===== config.mk =====
export PLATFORM = sky130hd
export DESIGN_NAME = debounced_quadrature_decoder_top
export DESIGN_NICKNAME = d
export VERILOG_FILES = /design/src/hdl/dqd_pkg.sv /design/src/hdl/dqd_debounce.sv /design/src/hdl/dqd_step.sv /design/src/hdl/debounced_quadrature_decoder_top.sv
export SDC_FILE = /design/constraint.sdc
export NUM_CORES = 1
export LEC_CHECK = 0
export BUFFER_PORTS_ARGS = -buffer_cell sky130_fd_sc_hd__buf_4
export CAP_MARGIN = 20
export CELL_PAD_IN_SITES_DETAIL_PLACEMENT = 1
export CELL_PAD_IN_SITES_GLOBAL_PLACEMENT = 1
export CORE_MARGIN = 2
export CORE_UTILIZATION = 48
export DETAILED_ROUTE_END_ITERATION = 7
export PLACE_DENSITY = 0.86
export SYNTH_ARGS = -nofsm -noshare
export SYNTH_HDL_FRONTEND = slang
export SYNTH_SLANG_ARGS = --single-unit

===== constraint.sdc =====
create_clock -name clk -period 13.39 [get_ports clk]
set_input_delay 2.678 -clock clk [delete_from_list [all_inputs] [get_ports clk]]
set_output_delay 2.678 -clock clk [all_outputs]
set_load 0.01 [all_outputs]

===== src/hdl/dqd_pkg.sv =====
// Shared types, constants and the transition table for the debounced quadrature decoder.
package dqd_pkg;

    localparam int POSITION_BITS = 32;

    localparam int TIME_BITS     = 32;
    localparam int DEBOUNCE_BITS = 16;
    localparam int SPD_BITS      = 4;
    localparam int CFG_ADDR_BITS = 2;
    localparam int CFG_DATA_BITS = 16;
    localparam int ACC_BITS      = 5;

    localparam logic [CFG_ADDR_BITS-1:0] CFG_DEBOUNCE  = 2'd0;
    localparam logic [CFG_ADDR_BITS-1:0] CFG_SPD       = 2'd1;
    localparam logic [CFG_ADDR_BITS-1:0] CFG_DIRECTION = 2'd2;

    localparam logic [1:0] EVT_NONE = 2'd0;
    localparam logic [1:0] EVT_INC  = 2'd1;
    localparam logic [1:0] EVT_DEC  = 2'd2;

    typedef logic signed [1:0] step_t;

    typedef struct packed {
        logic [DEBOUNCE_BITS-1:0] debounce_ms;
        logic [SPD_BITS-1:0]      steps_per_detent;
        logic                     direction_reverse;
    } cfg_t;

    localparam cfg_t CFG_RESET = '{
        debounce_ms:       16'd5,
        steps_per_detent:  4'd4,
        direction_reverse: 1'b0
    };

    // index = {previous state, current state}
    localparam step_t QUAD_TABLE [16] = '{
         2'sd0, -2'sd1,  2'sd1,  2'sd0,
         2'sd1,  2'sd0,  2'sd0, -2'sd1,
        -2'sd1,  2'sd0,  2'sd0,  2'sd1,
         2'sd0,  2'sd1, -2'sd1,  2'sd0
    };

endpackage


===== src/hdl/dqd_debounce.sv =====
// Per-channel debouncer: raw level tracking, change timestamp and stable level.
module dqd_debounce (
    input  logic                                clk,
    input  logic                                rst_n,
    input  logic                                advance,
    input  logic [dqd_pkg::TIME_BITS-1:0]       now_ms,
    input  logic                                sample,
    input  logic [dqd_pkg::DEBOUNCE_BITS-1:0]   debounce_ms,
    output logic                                stable_next
);
    import dqd_pkg::*;

    logic                 raw_reg;
    logic                 stable_reg;
    logic [TIME_BITS-1:0] change_reg;
    logic [TIME_BITS-1:0] change_next;
    logic [TIME_BITS-1:0] elapsed;

    always_comb
    begin
        change_next = (sample != raw_reg) ? now_ms : change_reg;
        elapsed     = now_ms - change_next;
        if ((sample != stable_reg) &&
            (elapsed >= TIME_BITS'(debounce_ms)))
        begin
            stable_next = sample;
        end
        else
        begin
            stable_next = stable_reg;
        end
    end

    always_ff @(posedge clk or negedge rst_n)
    begin
        if (!rst_n)
        begin
            raw_reg    <= 1'b1;
            stable_reg <= 1'b1;
            change_reg <= '0;
        end
        else if (advance)
        begin
            raw_reg    <= sample;
            stable_reg <= stable_next;
            change_reg <= change_next;
        end
    end

endmodule


===== src/hdl/dqd_step.sv =====
// Quadrature transition decode, step accumulator and detent counter.
module dqd_step (
    input  logic                                clk,
    input  logic                                rst_n,
    input  logic                                advance,
    input  logic [1:0]                          quad,
    input  dqd_pkg::cfg_t                       cfg,
    output logic [1:0]                          detent_event,
    output logic [dqd_pkg::POSITION_BITS-1:0]   count_next
);
    import dqd_pkg::*;

    logic [1:0]                 prev_reg;
    logic signed [ACC_BITS-1:0] acc_reg;
    logic signed [ACC_BITS-1:0] acc_next;
    logic [POSITION_BITS-1:0]   count_reg;
    step_t                      step;
    logic signed [ACC_BITS:0]   sum;
    logic signed [ACC_BITS:0]   spd;

    always_comb
    begin
        step         = QUAD_TABLE[{prev_reg, quad}];
        spd          = $signed({{(ACC_BITS+1-SPD_BITS){1'b0}}, cfg.steps_per_detent});
        sum          = (ACC_BITS+1)'(acc_reg) +
                       (cfg.direction_reverse ? -(ACC_BITS+1)'(step)
                                              :  (ACC_BITS+1)'(step));
        acc_next     = acc_reg;
        count_next   = count_reg;
        detent_event = EVT_NONE;
        if (quad != prev_reg)
        begin
            if (step == 2'sd0)
            begin
                acc_next = '0;
            end
            else if (sum >= spd)
            begin
                acc_next     = '0;
                count_next   = count_reg + POSITION_BITS'(1);
                detent_event = EVT_INC;
            end
            else if (sum <= -spd)
            begin
                acc_next     = '0;
                count_next   = count_reg - POSITION_BITS'(1);
                detent_event = EVT_DEC;
            end
            else
            begin
                acc_next = sum[ACC_BITS-1:0];
            end
        end
    end

    always_ff @(posedge clk or negedge rst_n)
    begin
        if (!rst_n)
        begin
            prev_reg  <= '0;
            acc_reg   <= '0;
            count_reg <= '0;
        end
        else if (advance)
        begin
            prev_reg  <= quad;
            acc_reg   <= acc_next;
            count_reg <= count_next;
        end
    end

endmodule


===== src/hdl/debounced_quadrature_decoder_top.sv =====
// Top level of the debounced quadrature decoder: handshake, config and result register.
//
// Input channel: in_valid / in_stall carry one word of now_ms, raw_a, raw_b.
// Output channel: out_valid / out_stall carry one word of position,
// detent_event and quad_state for every input word, in order.
// A word is taken at an edge where valid is high and stall is low.
// Config: cfg_wr_en writes cfg_data into register cfg_addr (0 debounce_ms,
// 1 steps_per_detent, 2 direction_reverse); write only while idle.
// A word accepted into the input register is written to the result register once
// the output side is not stalled. Throughput: one word per cycle while unstalled,
// set by the single input register feeding the result register.
// A stalled result holds; the input register still fills behind it, and
// in_stall rises only when both registers are occupied and out_stall is high.
// Reset: config returns to 5 ms / 4 steps / normal direction, both pins read
// as high and stable, position count and accumulator clear, no words in flight.
module debounced_quadrature_decoder_top (
    input  logic                                clk,
    input  logic                                rst_n,
    input  logic                                in_valid,
    output logic                                in_stall,
    input  logic [dqd_pkg::TIME_BITS-1:0]       now_ms,
    input  logic                                raw_a,
    input  logic                                raw_b,
    output logic                                out_valid,
    input  logic                                out_stall,
    output logic signed [31:0]                  position,
    output logic [1:0]                          detent_event,
    output logic [1:0]                          quad_state,
    input  logic                                cfg_wr_en,
    input  logic [dqd_pkg::CFG_ADDR_BITS-1:0]   cfg_addr,
    input  logic [dqd_pkg::CFG_DATA_BITS-1:0]   cfg_data
);
    import dqd_pkg::*;

    cfg_t                     cfg_reg;
    logic                     in_valid_reg;
    logic [TIME_BITS-1:0]     now_reg;
    logic                     a_reg;
    logic                     b_reg;
    logic                     out_valid_reg;
    logic [31:0]              position_reg;
    logic [1:0]               event_reg;
    logic [1:0]               quad_reg;
    logic                     advance;
    logic                     in_take;
    logic                     stable_a;
    logic                     stable_b;
    logic [1:0]               quad;
    logic [1:0]               step_event;
    logic [POSITION_BITS-1:0] count_next;
    logic signed [63:0]       count_ext;

    assign advance  = in_valid_reg && (!out_valid_reg || !out_stall);
    assign in_stall = in_valid_reg && !advance;
    assign in_take  = in_valid && !in_stall;
    assign quad     = {~stable_a, ~stable_b};
    assign count_ext = 64'($signed(count_next));

    always_ff @(posedge clk or negedge rst_n)
    begin
        if (!rst_n)
        begin
            cfg_reg <= CFG_RESET;
        end
        else if (cfg_wr_en)
        begin
            case (cfg_addr)
                CFG_DEBOUNCE:  cfg_reg.debounce_ms       <= cfg_data;
                CFG_SPD:       cfg_reg.steps_per_detent  <= cfg_data[SPD_BITS-1:0];
                CFG_DIRECTION: cfg_reg.direction_reverse <= cfg_data[0];
                default:       cfg_reg <= cfg_reg;
            endcase
        end
    end

    always_ff @(posedge clk or negedge rst_n)
    begin
        if (!rst_n)
        begin
            in_valid_reg  <= 1'b0;
            out_valid_reg <= 1'b0;
        end
        else
        begin
            if (in_take)
            begin
                in_valid_reg <= 1'b1;
            end
            else if (advance)
            begin
                in_valid_reg <= 1'b0;
            end
            if (advance)
            begin
                out_valid_reg <= 1'b1;
            end
            else if (!out_stall)
            begin
                out_valid_reg <= 1'b0;
            end
        end
    end

    always_ff @(posedge clk)
    begin
        if (in_take)
        begin
            now_reg <= now_ms;
            a_reg   <= raw_a;
            b_reg   <= raw_b;
        end
        if (advance)
        begin
            position_reg <= count_ext[31:0];
            event_reg    <= step_event;
            quad_reg     <= quad;
        end
    end

    dqd_debounce u_deb_a (
        .clk         (clk),
        .rst_n       (rst_n),
        .advance     (advance),
        .now_ms      (now_reg),
        .sample      (a_reg),
        .debounce_ms (cfg_reg.debounce_ms),
        .stable_next (stable_a)
    );

    dqd_debounce u_deb_b (
        .clk         (clk),
        .rst_n       (rst_n),
        .advance     (advance),
        .now_ms      (now_reg),
        .sample      (b_reg),
        .debounce_ms (cfg_reg.debounce_ms),
        .stable_next (stable_b)
    );

    dqd_step u_step (
        .clk          (clk),
        .rst_n        (rst_n),
        .advance      (advance),
        .quad         (quad),
        .cfg          (cfg_reg),
        .detent_event (step_event),
        .count_next   (count_next)
    );

    assign out_valid    = out_valid_reg;
    assign position     = position_reg;
    assign detent_event = event_reg;
    assign quad_state   = quad_reg;

`ifndef ASSERT_OFF
    assert property (@(posedge clk) disable iff (!rst_n)
        in_stall |-> (in_valid_reg && out_valid_reg && out_stall))
        else $error("input stalled without a full pipe");

    assert property (@(posedge clk) disable iff (!rst_n)
        advance |=> out_valid_reg)
        else $error("processed word lost before result register");

    assert property (@(posedge clk) disable iff (!rst_n)
        (out_valid && out_stall) |=>
        (out_valid && $stable(position) && $stable(detent_event) && $stable(quad_state)))
        else $error("stalled result word changed");

    assert property (@(posedge clk) disable iff (!rst_n)
        (out_valid && (detent_event != EVT_NONE)) |->
        (detent_event == EVT_INC || detent_event == EVT_DEC))
        else $error("illegal detent event code");
`endif

endmodule

# Yosys cells after proc, flatten, opt, wreduce, memory -nomap -nowiden
# Memories as Yosys holds them, arrays and structs flattened.
# Cells that the tools add are included.
[totals] rom_bits=32 wordCells=85 ramBits=0 reg_bits=200 latchBits=0 mem_count=1
[classes] shift=0 bitwise=4 addsub=7 n_reduce_logical=19 div=0 order_cmp=5 mux=20 multipliers=0 n_eq_ne=8
[mem_list] memory="(name not given)" depth=16 width=2 read_ports=1 rd_clocked_by_memory_dff=0 wr=0 line_no="dqd_step.sv:23" rtl="step = QUAD_TABLE[{prev_reg, quad}];"
[ops] op="$mux W32" n=6
[ops] op="$ge A32 B16 Y1" n=2
[ops] op="$sub A32 B32 Y32" n=2
[ops] op="$add A32 B1 Y32 const B" n=1
[ops] op="$sub A32 B1 Y32 const B" n=1
[ops] op="$mux W5" n=3
[ops] op="$reduce_and A2 Y1" n=4
[ops] op="$mux W1" n=7
[ops] op="$add A5 B6 Y6" n=1
[ops] op="$ge A6 B5 Y1" n=1
[ops] op="$le A6 B6 Y1" n=1
[ops] op="$mux W2" n=3
[ops] op="$mux W6" n=1
[ops] op="$neg A2 Y6" n=1
[ops] op="$neg A4 Y6" n=1
[ops] op="$ge A5 B5 Y1 const B" n=1
[ops] op="$logic_and A1 B1 Y1" n=5
[ops] op="$not A4 Y5" n=1
[ops] op="$logic_not A1 Y1" n=4
[ops] op="$logic_not A2 Y1" n=2
[ops] op="$ne A1 B1 Y1" n=4
[ops] op="$not A1 Y1" n=3
[ops] op="$reduce_or A3 Y1" n=1
[ops] op="$eq A2 B1 Y1 const B" n=1
[ops] op="6 further kinds" n=6

# Longest topological paths before layout
# Gate-level depths: netlist of the first run.
[logic_depth] ltp_word=19 ltp_mapped=50

# By module
# Synthesis of the first run repeated with hierarchy kept, for this count alone.
[unflattened] cells_unflattened=1726 hier_area_um2=15777.6
[modules_own_cells] mod="dqd_debounce (u_deb_b)" area_per_inst_um2=4294.1 instances=1 cells_per_inst=555
[modules_own_cells] mod="dqd_debounce (u_deb_a)" area_per_inst_um2=4244.1 instances=1 cells_per_inst=535
[modules_own_cells] mod="dqd_step" area_per_inst_um2=4229.1 instances=1 cells_per_inst=510
[modules_own_cells] mod="debounced_quadrature_decoder_top" area_per_inst_um2=3010.4 instances=1 cells_per_inst=126

# Worst setup path after synthesis of the first run
# No wires, ideal clock.
[synth_path] path_type="reg-to-reg" startpoint="register b_reg" endpoint="register position_reg[28], in the netlist position[28], data pin" t_arrival_ns=9.950 setup_ns=0.260 slack_ns=3.180 path_stages_with_launch=47 synth_period_minus_slack_ns=10.210 path_cell_list="edfxtp_1 xnor2_1 buf_6 clkbuf_1 buf_1 clkbuf_1 o21ai_0 ha_1 inv_1 ha_1 nor2_1 or3_1 o21ai_0 o21ai_0 o21ai_0 xor2_1 ha_1 a21o_1 (+11 left out) ha_1 o21ai_0 inv_1 fa_1 inv_1 ha_1 nor2b_1 o21a_1 o21a_1 o21ai_0 a22oi_1 a21oi_1 nand4_1 a21o_1 o21bai_1 or2_2 nor2_1 xor2_1"
[synth_between] elab_chain_cells=19 word_cells_on_any_way=23 classes_between="add/sub: 3; order compare: 3; eq/ne: 3; mux: 9; bitwise: 2; reduce/logical: 2; memory: 1"
[synth_lines] element="from (decl)" line_no="debounced_quadrature_decoder_top.sv:39" rtl="logic b_reg;"
[synth_lines] element="from (signal assigned)" line_no="debounced_quadrature_decoder_top.sv:110" rtl="b_reg <= raw_b;"
[synth_lines] element="$ne A1 B1 Y1 *" line_no="dqd_debounce.sv:21" rtl="change_next = (sample != raw_reg) ? now_ms : change_reg;"
[synth_lines] element="$mux W32 *" line_no="dqd_debounce.sv:21"
[synth_lines] element="net u_deb_b.change_next[0]" line_no="dqd_debounce.sv:16" rtl="logic [TIME_BITS-1:0] change_next;"
[synth_lines] element="$sub A32 B32 Y32 *" line_no="dqd_debounce.sv:22" rtl="elapsed = now_ms - change_next;"
[synth_lines] element="$ge A32 B16 Y1 *" line_no="dqd_debounce.sv:24" rtl="(elapsed >= TIME_BITS'(debounce_ms)))"
[synth_lines] element="$logic_and A1 B1 Y1 *" line_no="dqd_debounce.sv:23" rtl="if ((sample != stable_reg) &&"
[synth_lines] element="$mux W1 *" line_no="dqd_debounce.sv:23"
[synth_lines] element="$not A1 Y1 *" line_no="debounced_quadrature_decoder_top.sv:56" rtl="assign quad = {~stable_a, ~stable_b};"
[synth_lines] element="net quad[0]" line_no="debounced_quadrature_decoder_top.sv:48" rtl="logic [1:0] quad;"
[synth_lines] element="(+5 left out)"
[synth_lines] element="$mux W6" line_no="dqd_step.sv:26" rtl="(cfg.direction_reverse ? -(ACC_BITS+1)'(step)"
[synth_lines] element="$add A5 B6 Y6" line_no="dqd_step.sv:25" rtl="sum = (ACC_BITS+1)'(acc_reg) +"
[synth_lines] element="$le A6 B6 Y1" line_no="dqd_step.sv:43" rtl="else if (sum <= -spd)"
[synth_lines] element="$mux W32" line_no="dqd_step.sv:43"
[synth_lines] element="$mux W32" line_no="dqd_step.sv:37" rtl="else if (sum >= spd)"
[synth_lines] element="$mux W32" line_no="dqd_step.sv:33" rtl="if (step == 2'sd0)"
[synth_lines] element="$mux W32 *" line_no="dqd_step.sv:31" rtl="if (quad != prev_reg)"
[synth_lines] element="net count_next[28]" line_no="debounced_quadrature_decoder_top.sv:50" rtl="logic [POSITION_BITS-1:0] count_next;"
[synth_lines] element="to (signal assigned)" line_no="debounced_quadrature_decoder_top.sv:114" rtl="position_reg <= count_ext[31:0];"
[synth_lines] element="to (decl)" line_no="debounced_quadrature_decoder_top.sv:41" rtl="logic [31:0] position_reg;"
# The timed path passes the listed nets; every way through them passes the cells marked *. The select of a mux whose other input is x is not followed.
# A chain may end at the register's enable or synchronous reset.

# Worst setup path in the final report of the first run
[layout_path] startpoint="register a_reg" endpoint="register u_step.count_reg[30]"
[layout_between] elab_chain_cells=19 word_cells_on_any_way=23 classes_between="add/sub: 3; order compare: 3; eq/ne: 3; mux: 9; bitwise: 2; reduce/logical: 2; memory: 1"
[layout_lines] element="from (decl)" line_no="debounced_quadrature_decoder_top.sv:38" rtl="logic a_reg;"
[layout_lines] element="from (signal assigned)" line_no="debounced_quadrature_decoder_top.sv:109" rtl="a_reg <= raw_a;"
[layout_lines] element="$ne A1 B1 Y1 *" line_no="dqd_debounce.sv:21"
[layout_lines] element="$mux W32 *" line_no="dqd_debounce.sv:21"
[layout_lines] element="net u_deb_a.change_next[0]" line_no="dqd_debounce.sv:16"
[layout_lines] element="$sub A32 B32 Y32 *" line_no="dqd_debounce.sv:22"
[layout_lines] element="$ge A32 B16 Y1 *" line_no="dqd_debounce.sv:24"
[layout_lines] element="$logic_and A1 B1 Y1 *" line_no="dqd_debounce.sv:23"
[layout_lines] element="$mux W1 *" line_no="dqd_debounce.sv:23"
[layout_lines] element="$not A1 Y1 *" line_no="debounced_quadrature_decoder_top.sv:56"
[layout_lines] element="net quad[1]" line_no="debounced_quadrature_decoder_top.sv:48"
[layout_lines] element="(+4 left out)"
[layout_lines] element="$neg A2 Y6" line_no="dqd_step.sv:26"
[layout_lines] element="$mux W6" line_no="dqd_step.sv:26"
[layout_lines] element="$add A5 B6 Y6" line_no="dqd_step.sv:25"
[layout_lines] element="$le A6 B6 Y1" line_no="dqd_step.sv:43"
[layout_lines] element="$mux W32" line_no="dqd_step.sv:43"
[layout_lines] element="$mux W32" line_no="dqd_step.sv:37"
[layout_lines] element="$mux W32" line_no="dqd_step.sv:33"
[layout_lines] element="$mux W32 *" line_no="dqd_step.sv:31"
[layout_lines] element="to (signal assigned)" line_no="dqd_step.sv:68" rtl="count_reg <= count_next;"
[layout_lines] element="to (decl)" line_no="dqd_step.sv:16" rtl="logic [POSITION_BITS-1:0] count_reg;"
# Marks and branches as above.

==> results.yml, run 1 <==
die:
  floorplan.die_area_um2: 33900
  die_x_um: 184
  core_area_um2: 31800
  placementRows: 65
  start_util_pct: 49.0
  io_pins: 95
  die_h_um: 184
setup_path:
  critical_path.most_common_cell: "sky130_fd_sc_hd__ha_1"
  crit_path_max_fanout: 31
  critical_path.max_stage_delay_ns: 0.57
  reg2reg_to: "u_step.count_reg[30]"
  critPathArrivalTime_ns: 11.90
  critical_path.startpoint: "a_reg"
  worst-r2r-setup-slack_ns: 1.88
  reg2regPathDepth: 46
  critPathCaptureType: "flip-flop"
  slowest_stage: "sky130_fd_sc_hd__edfxtp_1"
  required_ns: 13.78
  timing.critical_path.from_type: "flip-flop"
  path_class: "flip-flop to flip-flop"
  r2r_start: "a_reg"
run_status:
  status: "complete, no violations"
run:
  timing.max_cap.violations: 0
worst_hold_path:
  min_from: "u_deb_a.change_reg[13]"
  type_of_the_worst_min_delay_path: "flip-flop to flip-flop"
  worst_hold_path.endpoint: "u_deb_a.change_reg[13]"
  hold_depth: 2
clock_tree:
  tritoncts: "yes"
  cts_max_level: 4
  cts-resized-gates: 0
  cts_hold_buffers: 0
  post_cts.repair.setup_buffers: 0
  clock_tree.buffer_depth: 2
  clock_tree.root_cell: "sky130_fd_sc_hd__clkbuf_16"
  cts.reportedPaths.clkPinSlew_ns: 0.08
  clk-insertion-delay-late_ns: 0.47
  numClockSinks: 200
  cts-buffers-inserted: 17
pwr:
  power.static_leakage_nw: 7.29
  sequentialPowerShare_pct: 28.4
  pwr-share-comb_pct: 56.5
  internal_power_mw: 1.89
  net_load_switching_power_mw: 1.68
  switching_share_pct: 47.1
  largest_vdd_supply_drop_v: 0.000115
  pwr_density_cell_nw_per_um2: 209
  pwr-share-clk_pct: 15.0
synth:
  synth-edff-count: 70
  synth.net_count: 1933
  postSynthCellCount: 1774
  synthArstFlopShare_pct: 65.0
  most_used_flip_flop_cell_after_synthesis: "sky130_fd_sc_hd__dfrtp_1"
  yosysSeqAreaShare_pct: 34.4
  synth_area_per_cell_um2: 8.79
  syn-cell-area_um2: 15600
  synth.lib_cells_used.distinct: 91
  synth.ff_latch_count: 200
  ys_warn_count: 0
global_route:
  grt_use_total_pct: 28.7
  wire_length_of_the_first_global_routing_pass_um: 76000
  grt_max_degree: 99
  antenna_violations_before_repair: 0
  gr-total-overflow: 0
  grt_pass1_vias: 14300
timing:
  rsz0062_at_grt: "false"
  max-slew-margin-rel_pct: 32.9
  finalCritPeriodShare_pct: 86.0
  period_needed_ns: 11.51
  drv_slew: 0
  final.setup.tns_ns: 0
  worst_slew_pin_slew_ns: 1.01
  finClkSkew_ns: 0.0133
  hold_viol: 0
  fmax_mhz: 86.9
  setup_viol: 0
placement:
  dp.final_hpwl_um: 35800
  port_buffer_cells: 94
  gpl.final_weighted_congestion: 0.958
  place_area_um2: 16500
detailed_routing:
  drc: 0
  drt_iter0_drc: 818
  drt_pre_antenna_iters: 5
  vias: 13700
  via_per_inst: 6.14
  avgRoutedWirePerCell_um: 21.3
  drt.antenna.violating_nets: 0
  wirelength_um: 47700
finish:
  finished_core_util_pct: 53.8
  nFillCells: 3703
  finish.net_count: 1950
  drive_gt1_share_pct: 11.4
  diodes: 0
  syn_to_final_growth_pct: 9.75
  fin_area_um2: 17100
[worst max path at each step]
stage	end	slack, ns	depth (start not counted)
floorplan	position[28]	3.18	46
global placement	position[30]	2.90	42
detailed placement	u_step.count_reg[28]	2.10	46
CTS	u_step.count_reg[30]	1.95	46
global route	u_step.count_reg[30]	1.02	44
finish	u_step.count_reg[30]	1.88	46
[layout make-up]
class                      count  area [um^2]  share of cell area [%]
sequential                   200         5360                    31.4
tap                          435          544                    3.18
timing repair buffer         106          800                    4.67
inverter                      74          278                    1.62
clock buffer                  20          437                    2.55
clock inverter                12          151                   0.885
multi-input combinational   1392         9530                    55.7
[power by group through the flow]
stage / Combinational (mW) / Sequential, mW / Clock, mW
finish: 2.02 / 1.02 / 0.538
global route: 2.22 / 1.04 / 0.569
floorplan: 1.49 / 0.942 / 0
detailed placement: 1.97 / 1.02 / 0
CTS: 2.01 / 1.01 / 0.549
global placement: 1.88 / 1.01 / 0
[logic make-up after synthesis]
kind of cell	after synthesis	synth area share, %
compound gates	475	19.7
simple gates	610	20.4
fa+ha+maj	116	9.13
mux	63	4.35
flops	200	34.4
xor+xnor	128	7.29
buf+inv	182	4.70
[cells in the mapped netlist (30+ instances only)]
library cell	count	share of area (%)
sky130_fd_sc_hd__nand2_1	205	4.9
sky130_fd_sc_hd__o21ai_0	150	4.8
sky130_fd_sc_hd__dfrtp_1	123	20
sky130_fd_sc_hd__ha_1	101	8.1
sky130_fd_sc_hd__a21oi_1	96	3.1
sky130_fd_sc_hd__nor2_1	96	2.3
sky130_fd_sc_hd__xor2_1	85	4.8
sky130_fd_sc_hd__clkbuf_1	79	1.9
sky130_fd_sc_hd__inv_1	72	1.7
sky130_fd_sc_hd__edfxtp_1	70	13
sky130_fd_sc_hd__nor3_1	57	1.8
sky130_fd_sc_hd__mux2i_1	46	3.0
sky130_fd_sc_hd__xnor2_1	41	2.3
sky130_fd_sc_hd__nand2b_1	37	1.5
sky130_fd_sc_hd__a21o_1	31	1.5
sky130_fd_sc_hd__nand4_1	30	1.2
[worst max-delay path: cells and delay by family (launching register included)]
kind | cells | cell delay [ns]
AO/OA/AOI/OAI | 16 | 3.45
XOR/XNOR | 3 | 0.56
adder cells (fa/ha/maj) | 7 | 2.16
buffers and inverters | 7 | 1.15
flip-flops | 1 | 0.57
multiplexers | 2 | 1.04
AND/OR/NAND/NOR | 11 | 2.48
[metrics by stage]
step,total power [mW],setup WS [ns],hold slack (ns),std cells
3_5_place_dp,3.00,2.10,0.472,2207
4_1_cts,3.57,1.95,0.489,2239
5_1_grt,3.83,1.02,0.510,2239
6_report,3.57,1.88,0.489,2239
3_3_place_gp,2.88,2.90,0.463,2207
2_1_floorplan,2.43,3.18,0.446,1774
[layer usage]
layer  global-route usage [%]  vias up  share of wire, %
met5                        0        -                 0
met4                     12.1        0               3.4
met3                     3.58       89               3.7
met2                     50.5      348                50
met1                     35.4     6816                43
li1                         -     6488                 -
[cells in the final DEF, fill, tap and decap left out, types with 17 or more instances in the layout]
master / netlist / routed
sky130_fd_sc_hd__nand2_1: 205 / 204
sky130_fd_sc_hd__o21ai_0: 150 / 150
sky130_fd_sc_hd__dfrtp_1: 123 / 123
sky130_fd_sc_hd__buf_4: 2 / 105
sky130_fd_sc_hd__ha_1: 101 / 101
sky130_fd_sc_hd__nor2_1: 96 / 96
sky130_fd_sc_hd__a21oi_1: 96 / 95
sky130_fd_sc_hd__xor2_1: 85 / 85
sky130_fd_sc_hd__inv_1: 72 / 71
sky130_fd_sc_hd__edfxtp_1: 70 / 70
sky130_fd_sc_hd__nor3_1: 57 / 57
sky130_fd_sc_hd__mux2i_1: 46 / 46
sky130_fd_sc_hd__xnor2_1: 41 / 39
sky130_fd_sc_hd__nand2b_1: 37 / 37
sky130_fd_sc_hd__a21o_1: 31 / 31
sky130_fd_sc_hd__nand4_1: 30 / 30
sky130_fd_sc_hd__nand3_1: 29 / 29
sky130_fd_sc_hd__nor2b_1: 25 / 25
sky130_fd_sc_hd__a31oi_1: 24 / 24
sky130_fd_sc_hd__nor4_1: 22 / 22
sky130_fd_sc_hd__a211oi_1: 21 / 21
sky130_fd_sc_hd__o21a_1: 19 / 19
sky130_fd_sc_hd__nor4_2: 18 / 18
sky130_fd_sc_hd__clkbuf_16: 0 / 17
(Power assumes the default switching activity.)
==> run 2, diff against run 1 <==
CORE_UTILIZATION = 24   (was 48)
PLACE_DENSITY = 0.51   (was 0.86)
==> results.yml, run 2 (same netlist as run 1, synthesis figures left out) <==
run_status:
  status: "complete, no violations"
clock_tree:
  cts.reportedPaths.clkPinSlew_ns: 0.08
  clk-insertion-delay-late_ns: 0.50
  cts-resized-gates: 0
  numClockSinks: 200
  clock_tree.root_cell: "sky130_fd_sc_hd__clkbuf_16"
  cts_hold_buffers: 0
  cts_max_level: 4
  tritoncts: "yes"
  cts-buffers-inserted: 17
  post_cts.repair.setup_buffers: 0
  clock_tree.buffer_depth: 2
timing:
  finClkSkew_ns: 0.0142
  drv_slew: 0
  finalCritPeriodShare_pct: 83.2
  fmax_mhz: 89.8
  setup_ws_ns: 2.25
  worst_slew_pin_slew_ns: 1.01
  rsz0062_at_grt: "false"
  period_needed_ns: 11.14
  hold_viol: 0
  max-slew-margin-rel_pct: 32.5
  final.setup.tns_ns: 0
  setup_viol: 0
global_route:
  antenna_violations_before_repair: 1
  grt_pass1_vias: 13800
  grt_max_degree: 84
  grt_use_total_pct: 15.2
  wire_length_of_the_first_global_routing_pass_um: 79500
  gr-total-overflow: 0
die:
  start_util_pct: 24.2
  core_area_um2: 64300
  floorplan.die_area_um2: 67000
  io_pins: 95
  placementRows: 93
  die_x_um: 259
  die_h_um: 259
setup_path:
  reg2reg_to: "position[25]"
  critical_path.max_stage_delay_ns: 0.54
  critPathCaptureType: "flip-flop"
  path_class: "flip-flop to flip-flop"
  required_ns: 13.63
  worst-r2r-setup-slack_ns: 2.25
  crit_path_max_fanout: 49
  critPathArrivalTime_ns: 11.37
  timing.critical_path.from_type: "flip-flop"
  r2r_start: "b_reg"
  reg2regPathDepth: 42
  slowest_stage: "sky130_fd_sc_hd__edfxtp_1"
finish:
  drive_gt1_share_pct: 11.6
  layout_common_cells: "sky130_fd_sc_hd__nand2_1, sky130_fd_sc_hd__o21ai_0, sky130_fd_sc_hd__dfrtp_1"
  syn_to_final_growth_pct: 13.1
  finish.net_count: 1950
  layout_commonest_cell: "sky130_fd_sc_hd__nand2_1"
  diodes: 0
  finished_core_util_pct: 27.4
placement:
  gpl.final_weighted_congestion: 0.870
  port_buffer_cells: 94
  placement.setup.worst_slack_ns: 2.12
  dp.final_hpwl_um: 38900
detailed_routing:
  drt_pre_antenna_iters: 4
  drt.antenna.violating_nets: 0
  avgRoutedWirePerCell_um: 18.8
  via_per_inst: 5.00
  drt_iter0_drc: 545
  drc: 0
  vias: 13300
  wirelength_um: 49900
worst_hold_path:
  type_of_the_worst_min_delay_path: "flip-flop to flip-flop"
  worst_hold_path.endpoint: "u_deb_a.change_reg[0]"
  min_from: "u_deb_a.change_reg[0]"
  hold_depth: 2
pwr:
  largest_vdd_supply_drop_v: 0.000119
  design_power_total_mw: 3.53
  power.static_leakage_nw: 7.30
  pwr_density_cell_nw_per_um2: 200
run:
  timing.max_cap.violations: 0
run 2: where the power goes:
| group | internal (mW) | switching [mW] | leakage, nW |
|---|---|---|---|
| combinational | 0.769 | 1.23 | 4.72 |
| sequential | 0.826 | 0.183 | 2.29 |
| clock | 0.267 | 0.261 | 0.289 |
| total | 1.86 | 1.67 | 7.30 |
run 2: worst max-delay path: cells and delay by family, from the launching register on:
| family | cells | cell delay (ns) |
|---|---|---|
| AOI/OAI and AO/OA | 11 | 2.66 |
| xor gates and xnor gates | 6 | 1.17 |
| and+or+nand+nor | 11 | 2.63 |
| buffers and inverters | 6 | 1.27 |
| DFF | 1 | 0.54 |
| muxes | 1 | 0.50 |
| adders and majority gates | 7 | 2.09 |
run 2: through the flow:
stage          instance area [um^2]  instances  hold WS (ns)
2_1_floorplan                 15600       1774         0.446
3_3_place_gp                  17100       2627         0.463
3_5_place_dp                  17100       2627         0.467
4_1_cts                       17600       2659         0.485
5_1_grt                       17600       2659         0.508
6_report                      17600       2659         0.481
run 2: per-layer routing:
layer  vias up  GRT usage, %  part of all wire (%)
met5         -             0                 0.020
met4         2          4.24                   1.5
met2       145          25.3                    47
met1      6638          20.4                    49
li1       6481             -                     -
met3        38          2.11                   2.3
run 2: how the worst max path moves through the flow:
stage | startpoint | to | slack (ns) | cells after the start
after global placement | b_reg | position[25] | 2.45 | 42
after global routing | b_reg | u_step.count_reg[30] | 0.85 | 42
after CTS | b_reg | position[25] | 2.10 | 42
final | b_reg | position[25] | 2.25 | 42
after floorplan | b_reg | position[28] | 3.18 | 46
after detailed placement | b_reg | position[25] | 2.12 | 42
run 2: cell type report:
cell class,count,area [um^2]
clock inverter,10,80.1
inverter,74,278
multi-input combinational,1392,9540
fill,7517,46700
timing repair buffer,106,800
sequential,200,5360
clock buffer,22,495
tap,855,1070
==> run 3, diff against run 2 <==
PLACE_DENSITY = 0.52   (was 0.51)
clock period = 9.85 ns   (was 13.39 ns; I/O delays follow)
==> results.yml, run 3 (same netlist as run 1, synthesis figures left out) <==
run_status:
  status: "complete, no violations"
die:
  die_h_um: 259
  floorplan.die_area_um2: 67000
  die_x_um: 259
  core_area_um2: 64300
  start_util_pct: 24.2
  placementRows: 93
  io_pins: 95
global_route:
  grt_max_degree: 79
  gr-total-overflow: 0
  antenna_violations_before_repair: 1
  wire_length_of_the_first_global_routing_pass_um: 81400
  grt_use_total_pct: 15.7
  grt_pass1_vias: 14200
detailed_routing:
  avgRoutedWirePerCell_um: 19.2
  wirelength_um: 52100
  wl_met2_um: 25300
  dr_wl_met3_um: 1470
  wl_met1_um: 24600
  drt_pre_antenna_iters: 4
  vias: 13600
  drt.antenna.violating_nets: 0
  drc: 0
  routed.top_layer: "met5"
  via_per_inst: 4.99
  drt_iter0_drc: 613
setup_path:
  slowest_stage: "sky130_fd_sc_hd__dfstp_2"
  timing.critical_path.from_type: "flip-flop"
  required_ns: 10.12
  critical_path.max_stage_delay_ns: 0.62
  crit_path_max_fanout: 5
  critical_path.most_common_cell: "sky130_fd_sc_hd__ha_1"
  critPathArrivalTime_ns: 9.60
  path_class: "flip-flop to flip-flop"
  critPathCaptureType: "flip-flop"
timing:
  worst_slew_pin_slew_ns: 1.11
  drv_slew: 0
  rsz0062_at_grt: "false"
  finClkSkew_ns: 0.0169
  setup_viol: 0
  setup_ws_ns: 0.519
  period_needed_ns: 9.33
  finalCritPeriodShare_pct: 94.7
  final.setup.tns_ns: 0
  fmax_mhz: 107
  hold_viol: 0
  max-slew-margin-rel_pct: 25.7
finish:
  finished_core_util_pct: 28.5
  diodes: 0
  finish.net_count: 2011
  drive_gt1_share_pct: 16.4
  syn_to_final_growth_pct: 17.7
  nFillCells: 7416
  layout_commonest_cell: "sky130_fd_sc_hd__nand2_1"
  final-seq-area_um2: 5360
  layout_common_cells: "sky130_fd_sc_hd__nand2_1, sky130_fd_sc_hd__buf_4, sky130_fd_sc_hd__o21ai_0"
  multiInputGateArea_um2: 9730
clock_tree:
  cts.reportedPaths.clkPinSlew_ns: 0.08
  cts-buffers-inserted: 17
  clock_tree.root_cell: "sky130_fd_sc_hd__clkbuf_16"
  clock_tree.buffer_depth: 2
  tritoncts: "yes"
  cts_max_level: 4
  numClockSinks: 200
  clk-insertion-delay-late_ns: 0.52
run:
  timing.max_cap.violations: 0
pwr:
  pwr_density_cell_nw_per_um2: 276
  largest_vdd_supply_drop_v: 0.000155
  design_power_total_mw: 5.06
  power.static_leakage_nw: 7.65
placement:
  placement.setup.worst_slack_ns: -0.0740
  dp.final_hpwl_um: 40500
  port_buffer_cells: 94
  gpl.final_weighted_congestion: 0.854
worst_hold_path:
  type_of_the_worst_min_delay_path: "flip-flop to flip-flop"
## run 3: changes by cell type in the layout (fill, tap and decap cells not counted), moves of 4 or more
cell / delta
sky130_fd_sc_hd__o21ai_1: +7
sky130_fd_sc_hd__o21ai_0: -11
sky130_fd_sc_hd__a21oi_2: +4
sky130_fd_sc_hd__a21oi_1: -4
sky130_fd_sc_hd__buf_4: +56
sky130_fd_sc_hd__o21ai_2: +4
sky130_fd_sc_hd__nor3_1: -4
sky130_fd_sc_hd__inv_8: +5
## run 3: area by class of cell
class                      count  area share (%)
clock inverter                14           0.798
sequential                   200            29.2
inverter                      74            1.51
multi-input combinational   1392            53.0
tap                          855            5.83
timing repair buffer         167            7.13
clock buffer                  18            2.46
## run 3: worst max-delay path: cells and delay by family, from the launching register on
| kind | cells | cell delay [ns] |
|---|---|---|
| AOI/OAI and AO/OA | 16 | 2.88 |
| xor gates and xnor gates | 3 | 0.34 |
| adders and majority gates | 7 | 1.99 |
| buffers and inverters | 6 | 0.54 |
| DFF | 1 | 0.62 |
| muxes | 2 | 0.71 |
| and+or+nand+nor | 11 | 2.00 |
## run 3: final timing paths
check                                 startpoint                      to  slack [ns]  cells after the start
max in group asynchronous                  rst_n  u_deb_a.change_reg[20]        6.98                      2
max reg2reg                      u_deb_a.raw_reg            position[28]        0.52                     45
max                              u_deb_a.raw_reg            position[28]        0.52                     45
min reg2reg                u_deb_b.change_reg[0]   u_deb_b.change_reg[0]        0.48                      2
min                        u_deb_b.change_reg[0]   u_deb_b.change_reg[0]        0.48                      2
min in group asynchronous                  rst_n    u_step.count_reg[10]        1.46                      1
## run 3: timing repair
item / CTS / global route
resized for setup: 2 / 47
pin swaps: 0 / 15
endpoints found under the setup margin: 13 / 67
cloned: 0 / 1
buffers inserted: 1 / 6
hold buffers: 0 / 0
## run 3: per-stage QoR
step                std cells  cell area [um^2]  hold slack, ns
finish                   2720             18300           0.482
CTS                      2713             18100           0.488
global placement         2680             17500           0.463
detailed placement       2680             17500           0.470
floorplan                1774             15600           0.446
global route             2720             18300           0.509
## run 3: power breakdown
part	leakage (nW)	internal, mW	switching, mW
sequential	2.29	1.12	0.254
clock	0.298	0.354	0.386
combinational	5.05	1.20	1.74
total	7.65	2.68	2.38
## run 3: layer usage
| layer | up-vias | global-route usage (%) |
|---|---|---|
| met3 | 45 | 2.76 |
| li1 | 6616 | - |
| met5 | - | 0 |
| met2 | 169 | 26.7 |
| met1 | 6732 | 20.3 |
| met4 | 2 | 4.24 |
